--- src/design/pac_pkg.sv ---
// Shared widths, register codes and interface types for the PID angle controller.
// Used by pac_regs, pac_div and pid_angle_controller; depends on nothing.
`default_nettype none

package pac_pkg;

  localparam int GainW   = 16;
  localparam int AngleW  = 16;
  localparam int ErrW    = 17;
  localparam int DiffW   = 18;
  localparam int ProdW   = 34;
  localparam int TimeW   = 32;
  localparam int DriveW  = 32;
  localparam int QShift  = 8;
  localparam int TermW   = ProdW - QShift;
  localparam int DivNumW = TermW;
  localparam int DivCntW = $clog2(DivNumW);
  localparam int AddrW   = 4;
  localparam int DataW   = 32;
  localparam int IdxW    = 2;

  localparam logic [IdxW-1:0] RegGainProp  = 2'd0;
  localparam logic [IdxW-1:0] RegGainInteg = 2'd1;
  localparam logic [IdxW-1:0] RegGainDeriv = 2'd2;

  localparam logic [GainW-1:0] GainPropRst  = 16'd256;
  localparam logic [GainW-1:0] GainIntegRst = 16'd0;
  localparam logic [GainW-1:0] GainDerivRst = 16'd0;

  typedef struct packed {
    logic signed [GainW-1:0] prop;
    logic signed [GainW-1:0] integ;
    logic signed [GainW-1:0] deriv;
  } gains_t;

  typedef struct packed {
    logic busy;
    logic done;
  } div_stat_t;

endpackage

`default_nettype wire

--- src/design/pid_angle_controller.sv ---
// PID angle controller: error = measured - target, drive = P + saturating I + D, Q8.8.
// Each beat passes through PROP, INTEG, DERIV, DSTART, DIV, SUM and OUT; DIV, the
// 26-step bit-serial divider for the derivative term, is skipped at zero elapsed time.
// A new beat is taken only in IDLE, once the last result is loaded for output; the shared
// multiplier forms the three products one after another. Reset clears gains to
// P = 1.0, I = D = 0, and integral, last error and last time to zero.
`default_nettype none

module pid_angle_controller (
  input  wire logic                             clk_i,
  input  wire logic                             rst_ni,
  input  wire logic                             psel,
  input  wire logic                             penable,
  input  wire logic                             pwrite,
  input  wire logic        [pac_pkg::AddrW-1:0] paddr,
  input  wire logic        [pac_pkg::DataW-1:0] pwdata,
  output logic             [pac_pkg::DataW-1:0] prdata,
  output logic                                  pready,
  input  wire logic                             in_valid_i,
  output logic                                  in_ready_o,
  input  wire logic signed [pac_pkg::AngleW-1:0] measured_angle_i,
  input  wire logic signed [pac_pkg::AngleW-1:0] target_angle_i,
  input  wire logic        [pac_pkg::TimeW-1:0]  now_ms_i,
  output logic                                  out_valid_o,
  input  wire logic                             out_ready_i,
  output logic signed      [pac_pkg::DriveW-1:0] drive_o,
  output logic                                  saturated_o
);

  localparam logic [2:0] S_IDLE   = 3'd0;
  localparam logic [2:0] S_PROP   = 3'd1;
  localparam logic [2:0] S_INTEG  = 3'd2;
  localparam logic [2:0] S_DERIV  = 3'd3;
  localparam logic [2:0] S_DSTART = 3'd4;
  localparam logic [2:0] S_DIV    = 3'd5;
  localparam logic [2:0] S_SUM    = 3'd6;
  localparam logic [2:0] S_OUT    = 3'd7;

  localparam int SumW = pac_pkg::ProdW;
  localparam int AccW = pac_pkg::DriveW + 1;
  localparam int DW   = pac_pkg::DivNumW + 1;

  localparam logic signed [pac_pkg::DriveW-1:0] DriveMax = {1'b0, {(pac_pkg::DriveW-1){1'b1}}};
  localparam logic signed [pac_pkg::DriveW-1:0] DriveMin = {1'b1, {(pac_pkg::DriveW-1){1'b0}}};

  pac_pkg::gains_t    gains;
  pac_pkg::div_stat_t div_stat;

  logic [2:0]                          state_q, state_d;
  logic signed [pac_pkg::ErrW-1:0]     err_q;
  logic signed [pac_pkg::ErrW-1:0]     last_err_q;
  logic [pac_pkg::TimeW-1:0]           last_time_q;
  logic [pac_pkg::TimeW-1:0]           now_q;
  logic [pac_pkg::TimeW-1:0]           elapsed_q;
  logic signed [pac_pkg::ProdW-1:0]    prod_q;
  logic signed [pac_pkg::TermW-1:0]    p_q;
  logic signed [pac_pkg::DriveW-1:0]   integ_q;
  logic signed [DW-1:0]                d_q;
  logic signed [SumW-1:0]              sum_q;
  logic                                hit_q;
  logic                                neg_q;
  logic                                out_valid_q;
  logic signed [pac_pkg::DriveW-1:0]   drive_q;
  logic                                sat_q;

  logic signed [pac_pkg::GainW-1:0]    mul_a;
  logic signed [pac_pkg::DiffW-1:0]    mul_b;
  logic signed [pac_pkg::ProdW-1:0]    prod_c;
  logic signed [pac_pkg::TermW-1:0]    prod_sh;
  logic signed [AccW-1:0]              acc_c;
  logic                                acc_ovf;
  logic [pac_pkg::ProdW-1:0]           mag_c;
  logic [pac_pkg::DivNumW-1:0]         quotient;
  logic                                div_start;
  logic                                in_beat;
  logic                                out_load;
  logic                                sum_ovf;

  pac_regs u_regs (
    .clk_i   (clk_i),
    .rst_ni  (rst_ni),
    .psel    (psel),
    .penable (penable),
    .pwrite  (pwrite),
    .paddr   (paddr),
    .pwdata  (pwdata),
    .prdata  (prdata),
    .pready  (pready),
    .gains_o (gains)
  );

  pac_div u_div (
    .clk_i      (clk_i),
    .rst_ni     (rst_ni),
    .start_i    (div_start),
    .dividend_i (mag_c[pac_pkg::ProdW-1:pac_pkg::QShift]),
    .divisor_i  (elapsed_q),
    .quotient_o (quotient),
    .stat_o     (div_stat)
  );

  assign in_ready_o = (state_q == S_IDLE);
  assign in_beat    = in_valid_i && in_ready_o;
  assign out_load   = (state_q == S_OUT) && (!out_valid_q || out_ready_i);
  assign div_start  = (state_q == S_DSTART) && (elapsed_q != '0);

  always_comb begin
    case (state_q)
      S_PROP:  mul_a = gains.prop;
      S_INTEG: mul_a = gains.integ;
      default: mul_a = gains.deriv;
    endcase
    if (state_q == S_DERIV) begin
      mul_b = pac_pkg::DiffW'(err_q) - pac_pkg::DiffW'(last_err_q);
    end else begin
      mul_b = pac_pkg::DiffW'(err_q);
    end
  end

  assign prod_c  = pac_pkg::ProdW'(mul_a) * pac_pkg::ProdW'(mul_b);
  assign prod_sh = prod_q[pac_pkg::ProdW-1:pac_pkg::QShift];
  assign acc_c   = AccW'(integ_q) + AccW'(prod_sh);
  assign acc_ovf = acc_c[AccW-1] != acc_c[AccW-2];
  assign mag_c   = prod_q[pac_pkg::ProdW-1] ? pac_pkg::ProdW'(-prod_q) : prod_q;
  assign sum_ovf = !((sum_q[SumW-1:pac_pkg::DriveW-1] == '0) ||
                     (sum_q[SumW-1:pac_pkg::DriveW-1] == '1));

  always_comb begin
    state_d = state_q;
    case (state_q)
      S_IDLE:   if (in_beat) state_d = S_PROP;
      S_PROP:   state_d = S_INTEG;
      S_INTEG:  state_d = S_DERIV;
      S_DERIV:  state_d = S_DSTART;
      S_DSTART: state_d = div_start ? S_DIV : S_SUM;
      S_DIV:    if (div_stat.done) state_d = S_SUM;
      S_SUM:    state_d = S_OUT;
      S_OUT:    if (out_load) state_d = S_IDLE;
      default:  state_d = S_IDLE;
    endcase
  end

  always_ff @(posedge clk_i or negedge rst_ni) begin
    if (!rst_ni) begin
      state_q     <= S_IDLE;
      out_valid_q <= 1'b0;
      integ_q     <= '0;
      last_err_q  <= '0;
      last_time_q <= '0;
      hit_q       <= 1'b0;
    end else begin
      state_q <= state_d;
      if (in_beat) begin
        hit_q <= 1'b0;
      end
      if (state_q == S_DERIV) begin
        if (acc_ovf) begin
          integ_q <= acc_c[AccW-1] ? DriveMin : DriveMax;
          hit_q   <= 1'b1;
        end else begin
          integ_q <= acc_c[pac_pkg::DriveW-1:0];
        end
      end
      if (out_load) begin
        out_valid_q <= 1'b1;
        last_err_q  <= err_q;
        last_time_q <= now_q;
      end else if (out_ready_i) begin
        out_valid_q <= 1'b0;
      end
    end
  end

  always_ff @(posedge clk_i) begin
    if (in_beat) begin
      err_q     <= pac_pkg::ErrW'(measured_angle_i) - pac_pkg::ErrW'(target_angle_i);
      now_q     <= now_ms_i;
      elapsed_q <= now_ms_i - last_time_q;
    end
    if (state_q == S_PROP || state_q == S_INTEG || state_q == S_DERIV) begin
      prod_q <= prod_c;
    end
    if (state_q == S_INTEG) begin
      p_q <= prod_sh;
    end
    if (state_q == S_DSTART) begin
      neg_q <= prod_q[pac_pkg::ProdW-1];
      if (!div_start) begin
        d_q <= '0;
      end
    end
    if (state_q == S_DIV && div_stat.done) begin
      d_q <= neg_q ? -DW'(quotient) : DW'(quotient);
    end
    if (state_q == S_SUM) begin
      sum_q <= SumW'(p_q) + SumW'(integ_q) + SumW'(d_q);
    end
    if (out_load) begin
      if (sum_ovf) begin
        drive_q <= sum_q[SumW-1] ? DriveMin : DriveMax;
      end else begin
        drive_q <= sum_q[pac_pkg::DriveW-1:0];
      end
      sat_q <= hit_q || sum_ovf;
    end
  end

  assign out_valid_o = out_valid_q;
  assign drive_o     = drive_q;
  assign saturated_o = sat_q;

  a_div_start_idle: assert property (@(posedge clk_i) disable iff (!rst_ni)
    div_start |-> !div_stat.busy)
    else $error("divider started while busy");

  a_div_done_state: assert property (@(posedge clk_i) disable iff (!rst_ni)
    div_stat.done |-> (state_q == S_DIV))
    else $error("divider finished outside the divide state");

  a_zero_elapsed: assert property (@(posedge clk_i) disable iff (!rst_ni)
    (state_q == S_DSTART && elapsed_q == '0) |=> (state_q == S_SUM && d_q == '0))
    else $error("derivative not skipped for zero elapsed time");

endmodule

`default_nettype wire

--- src/design/pac_regs.sv ---
// APB-style gain register file for the PID angle controller.
// Depends on pac_pkg for widths, register codes and the gains_t bundle.
`default_nettype none

module pac_regs (
  input  wire logic                      clk_i,
  input  wire logic                      rst_ni,
  input  wire logic                      psel,
  input  wire logic                      penable,
  input  wire logic                      pwrite,
  input  wire logic [pac_pkg::AddrW-1:0] paddr,
  input  wire logic [pac_pkg::DataW-1:0] pwdata,
  output logic      [pac_pkg::DataW-1:0] prdata,
  output logic                           pready,
  output pac_pkg::gains_t                gains_o
);

  pac_pkg::gains_t                gains_q;
  logic [pac_pkg::IdxW-1:0]       idx;
  logic                           wr_en;

  assign idx    = paddr[pac_pkg::AddrW-1:pac_pkg::AddrW-pac_pkg::IdxW];
  assign wr_en  = psel && penable && pwrite;
  assign pready = 1'b1;
  assign gains_o = gains_q;

  always_ff @(posedge clk_i or negedge rst_ni) begin
    if (!rst_ni) begin
      gains_q.prop  <= pac_pkg::GainPropRst;
      gains_q.integ <= pac_pkg::GainIntegRst;
      gains_q.deriv <= pac_pkg::GainDerivRst;
    end else if (wr_en) begin
      case (idx)
        pac_pkg::RegGainProp:  gains_q.prop  <= pwdata[pac_pkg::GainW-1:0];
        pac_pkg::RegGainInteg: gains_q.integ <= pwdata[pac_pkg::GainW-1:0];
        pac_pkg::RegGainDeriv: gains_q.deriv <= pwdata[pac_pkg::GainW-1:0];
        default: ;
      endcase
    end
  end

  always_comb begin
    case (idx)
      pac_pkg::RegGainProp:  prdata = pac_pkg::DataW'(gains_q.prop);
      pac_pkg::RegGainInteg: prdata = pac_pkg::DataW'(gains_q.integ);
      pac_pkg::RegGainDeriv: prdata = pac_pkg::DataW'(gains_q.deriv);
      default:               prdata = '0;
    endcase
  end

endmodule

`default_nettype wire

--- src/design/pac_div.sv ---
// Restoring unsigned divider, one quotient bit per cycle, for the derivative term.
// Depends on pac_pkg for operand widths and the div_stat_t status bundle.
`default_nettype none

module pac_div (
  input  wire logic                        clk_i,
  input  wire logic                        rst_ni,
  input  wire logic                        start_i,
  input  wire logic [pac_pkg::DivNumW-1:0] dividend_i,
  input  wire logic [pac_pkg::TimeW-1:0]   divisor_i,
  output logic      [pac_pkg::DivNumW-1:0] quotient_o,
  output pac_pkg::div_stat_t               stat_o
);

  logic [pac_pkg::TimeW-1:0]   rem_q;
  logic [pac_pkg::DivNumW-1:0] quo_q;
  logic [pac_pkg::TimeW-1:0]   dvs_q;
  logic [pac_pkg::DivCntW-1:0] cnt_q;
  logic                        busy_q;
  logic                        done_q;
  logic [pac_pkg::TimeW:0]     trial;
  logic [pac_pkg::TimeW:0]     diff;
  logic                        ge;

  assign trial = {rem_q, quo_q[pac_pkg::DivNumW-1]};
  assign ge    = trial >= {1'b0, dvs_q};
  assign diff  = trial - {1'b0, dvs_q};

  always_ff @(posedge clk_i or negedge rst_ni) begin
    if (!rst_ni) begin
      busy_q <= 1'b0;
      done_q <= 1'b0;
      cnt_q  <= '0;
    end else begin
      done_q <= 1'b0;
      if (start_i) begin
        busy_q <= 1'b1;
        cnt_q  <= '0;
      end else if (busy_q) begin
        cnt_q <= cnt_q + 1'b1;
        if (cnt_q == pac_pkg::DivCntW'(pac_pkg::DivNumW - 1)) begin
          busy_q <= 1'b0;
          done_q <= 1'b1;
        end
      end
    end
  end

  always_ff @(posedge clk_i) begin
    if (start_i) begin
      rem_q <= '0;
      quo_q <= dividend_i;
      dvs_q <= divisor_i;
    end else if (busy_q) begin
      rem_q <= ge ? diff[pac_pkg::TimeW-1:0] : trial[pac_pkg::TimeW-1:0];
      quo_q <= {quo_q[pac_pkg::DivNumW-2:0], ge};
    end
  end

  assign quotient_o  = quo_q;
  assign stat_o.busy = busy_q;
  assign stat_o.done = done_q;

endmodule

`default_nettype wire

--- config.mk ---
export PLATFORM = sky130hd
export DESIGN_NAME = pid_angle_controller
export DESIGN_NICKNAME = d
export VERILOG_FILES = /design/src/design/pac_pkg.sv /design/src/design/pid_angle_controller.sv /design/src/design/pac_regs.sv /design/src/design/pac_div.sv
export SDC_FILE = /design/constraint.sdc
export NUM_CORES = 2
export LEC_CHECK = 0
export BUFFER_PORTS_ARGS = -buffer_cell sky130_fd_sc_hd__clkbuf_2
export CORE_MARGIN = 2
export CORE_UTILIZATION = 49
export DETAILED_ROUTE_END_ITERATION = 12
export GPL_TIMING_DRIVEN = 0
export PLACE_DENSITY = 0.66
export REMOVE_ABC_BUFFERS = 1
export SYNTH_ARGS = -nofsm -noshare
export SYNTH_HDL_FRONTEND = slang
export SYNTH_HIERARCHICAL = 1
export SYNTH_SLANG_ARGS = --single-unit
--- constraint.sdc ---
create_clock -name clk_i -period 24 [get_ports clk_i]
set_input_delay 0 -clock clk_i [delete_from_list [all_inputs] [get_ports clk_i]]
set_output_delay 0 -clock clk_i [all_outputs]
set_load 0.005 [all_outputs]
==> metrics.csv <==
stage;metric;value;unit
grt;grt_max_degree;96;
worst_setup_path;critPathSlowestCell;nor4_1;
synthesis;syn_area;38460;µm²
run;maxCapViolCount;0;
worst_setup_path;crit_arrival;9.58;ns
grt;grt_util_all_layers;22.51;%
worst_setup_path;cp_max_fo;8;
finish;multiInputGateArea;23090;µm²
worst_setup_path;max_stage_delay;1.04;ns
floorplanning;dieHeight;284.2;µm
floorplanning;chipWidth;284.2;µm
finish;diodes;0;
cts;cts.reportedPaths.clkPinSlew;0.06;ns
detailed_routing;routed_via_density;5.499;
synthesis;synth_area_per_cell;9.894;µm²
grt;antenna_found_initial;0;
timing;finalCritPeriodShare;38.37;%
worst_setup_path;crit_type;register to register;
synthesis;netlist_instances;3887;
worst_setup_path;critPathBufInv;2;
cts;clock_sinks;467;
detailed_routing;drc;0;
timing;setup_tns;0;ns
cts;postCtsSetupRepairBufs;0;
timing;setup_viol;0;
timing;relSlewSlack;6.309;%
floorplanning;row_count;102;
timing;hold_viol;0;
grt;grt_pass1_vias;27719;
timing;fin_worst_skew;0.03241;ns
detailed_routing;vias;28266;
run_status;status;finished clean;
cts;cts-root-buf;clkbuf_16;
cts;htreeDepth;2;
floorplanning;pin_count;175;
finish;area_growth;12.16;%
finish;drive_gt1_share;9.805;%
cts;cts_tree;yes;
finish;regArea;13000;µm²
placement;place_congestion;0.9310;
synthesis;yosysWarnings;6;
floorplanning;floorplan.initialDensity;49.56;%
finish;nets;4734;
placement;port_buffers;155;
cts;insertion_delay;0.62;ns
timing;rsz0062_at_grt;false;
cts;postCtsHoldBufs;97;
floorplanning;die-area;80740;µm²
timing;fmax;108.6;MHz
detailed_routing;wl_per_cell;17.77;µm
worst_setup_path;critPathLaunchType;register;
grt;grt_overflow;0;
timing;finalCriticalPeriod;9.210;ns
cts;cts_max_path_buffers;3;
detailed_routing;drt_iter0_drc;1667;
detailed_routing;drtAntennaViolNets;0;
grt;grt_first_pass_wirelength;146.7;mm
placement;place_hpwl;69.29;mm
detailed_routing;first_pass_iters;5;
cts;cts_resized;0;
worst_setup_path;critPathRequiredTime;24.37;ns
finish;fill_cells;6859;
worst_setup_path;cpMostUsedCell;fa_1;
floorplanning;core_region_area;77590;µm²
timing;tightest_slew;1.405;ns
worst_setup_path;endpoint_kind;register;
cts;cts_buffers;53;
worst_hold_path;worstHoldPathType;input pin to register;
detailed_routing;drt-total-wl;91.36;mm
worst_setup_path;crit_family;adder cells;
finish;utilization;55.59;%
timing;maxSlewViolCount;0;
==> state kept, by name, indices dropped and copies added, names as in the netlist <==
| register | cells |
|---|---|
| err_q | 17 |
| integ_q | 32 |
| now_q | 32 |
| sum_q | 34 |
| u_div/done_q | 1 |
| u_div/busy_q | 1 |
| u_div/quotient_o | 26 |
| out_valid_o | 1 |
| saturated_o | 1 |
| state_q | 3 |
| neg_q | 1 |
| u_div/cnt_q | 5 |
| prod_q | 34 |
| last_err_q | 17 |
| p_q | 26 |
| elapsed_q | 32 |
| u_regs/gains_o | 48 |
| hit_q | 1 |
| last_time_q | 32 |
| u_div/rem_q | 32 |
| u_div/dvs_q | 32 |
| d_q | 27 |
| drive_o | 32 |
==> worst paths after layout <==
path,startpoint,slack (ns),endpoint,depth (start not counted)
worst max-delay path,err_q[2],14.79,prod_q[32],28
worst min-delay path,penable,0.03,u_regs/gains_o[3],4
worst max register to register,err_q[2],14.79,prod_q[32],28
worst min register to register,elapsed_q[19],0.45,u_div/dvs_q[19],0
max in group asynchronous,rst_ni,22.94,u_regs/gains_o[19],4
min in group asynchronous,rst_ni,0.50,last_time_q[0],4
==> layout make-up <==
type | count | area share [%]
multi-input combinational | 2781 | 53.54
sequential | 467 | 30.14
inverter | 477 | 4.151
tap | 1040 | 3.017
clock buffer | 64 | 3.313
timing repair buffer | 275 | 4.983
clock inverter | 36 | 0.8528
==> tightest hold or removal path, delay by kind of cell <==
| kind | cells | cell delay (ns) |
|---|---|---|
| mux | 1 | 0.24 |
| buf+inv | 1 | 0.08 |
| simple gates | 2 | 0.31 |
==> per-layer routing <==
| layer | up-vias | part of all wire [%] | global-route usage (%) |
|---|---|---|---|
| met1 | 13602 | 45 | 30.71 |
| met3 | 168 | 6.2 | 3.652 |
| met2 | 822 | 45 | 36.68 |
| met5 | - | 0 | 0 |
| met4 | 0 | 3.4 | 7.329 |
| li1 | 13674 | - | - |
==> layout by cell type, fill, tap and decap left out, types with 12 or more instances in the layout <==
cell             n
nand2b_1        28
mux2i_1         35
clkbuf_2       154
dfrtp_1        138
mux2_2          68
o211ai_1        31
o21a_1          32
nor4_1          38
a211oi_1        43
dfxtp_1         32
nor2_1         351
a31oi_1         14
nand2_1        380
edfxtp_1       294
a21o_1          77
and3_1          23
nand3_1         49
nor3_1          38
and2_1          20
xor2_1          70
inv_1          476
xnor2_1        150
o22ai_1         16
clkinv_2        13
o22a_1          30
or4_1           16
or3_1           20
a21oi_1        171
fa_1           322
o211a_1         12
o21bai_1        19
ha_1           250
nand4_1         22
o21ai_0        205
dlygate4sd3_1   96
o31ai_1         28
clkbuf_16       54
a311oi_1        14
nor2b_1         30
==> metrics by stage <==
stage	hold slack, ns	cell area (µm²)	worst slack (ns)	std cells
6_report	0.03073	43130	14.79	5140
3_3_place_gp	0.1940	39810	10.87	4920
4_1_cts	0.001253	43120	14.47	5138
2_1_floorplan	-0.2956	37730	14.92	3725
3_5_place_dp	0.004426	40330	14.52	4941
5_1_grt	0.04742	43130	14.24	5140
Power is not shown: default switching activity piles up to over one toggle a cycle in this logic, so the estimate is an artifact.
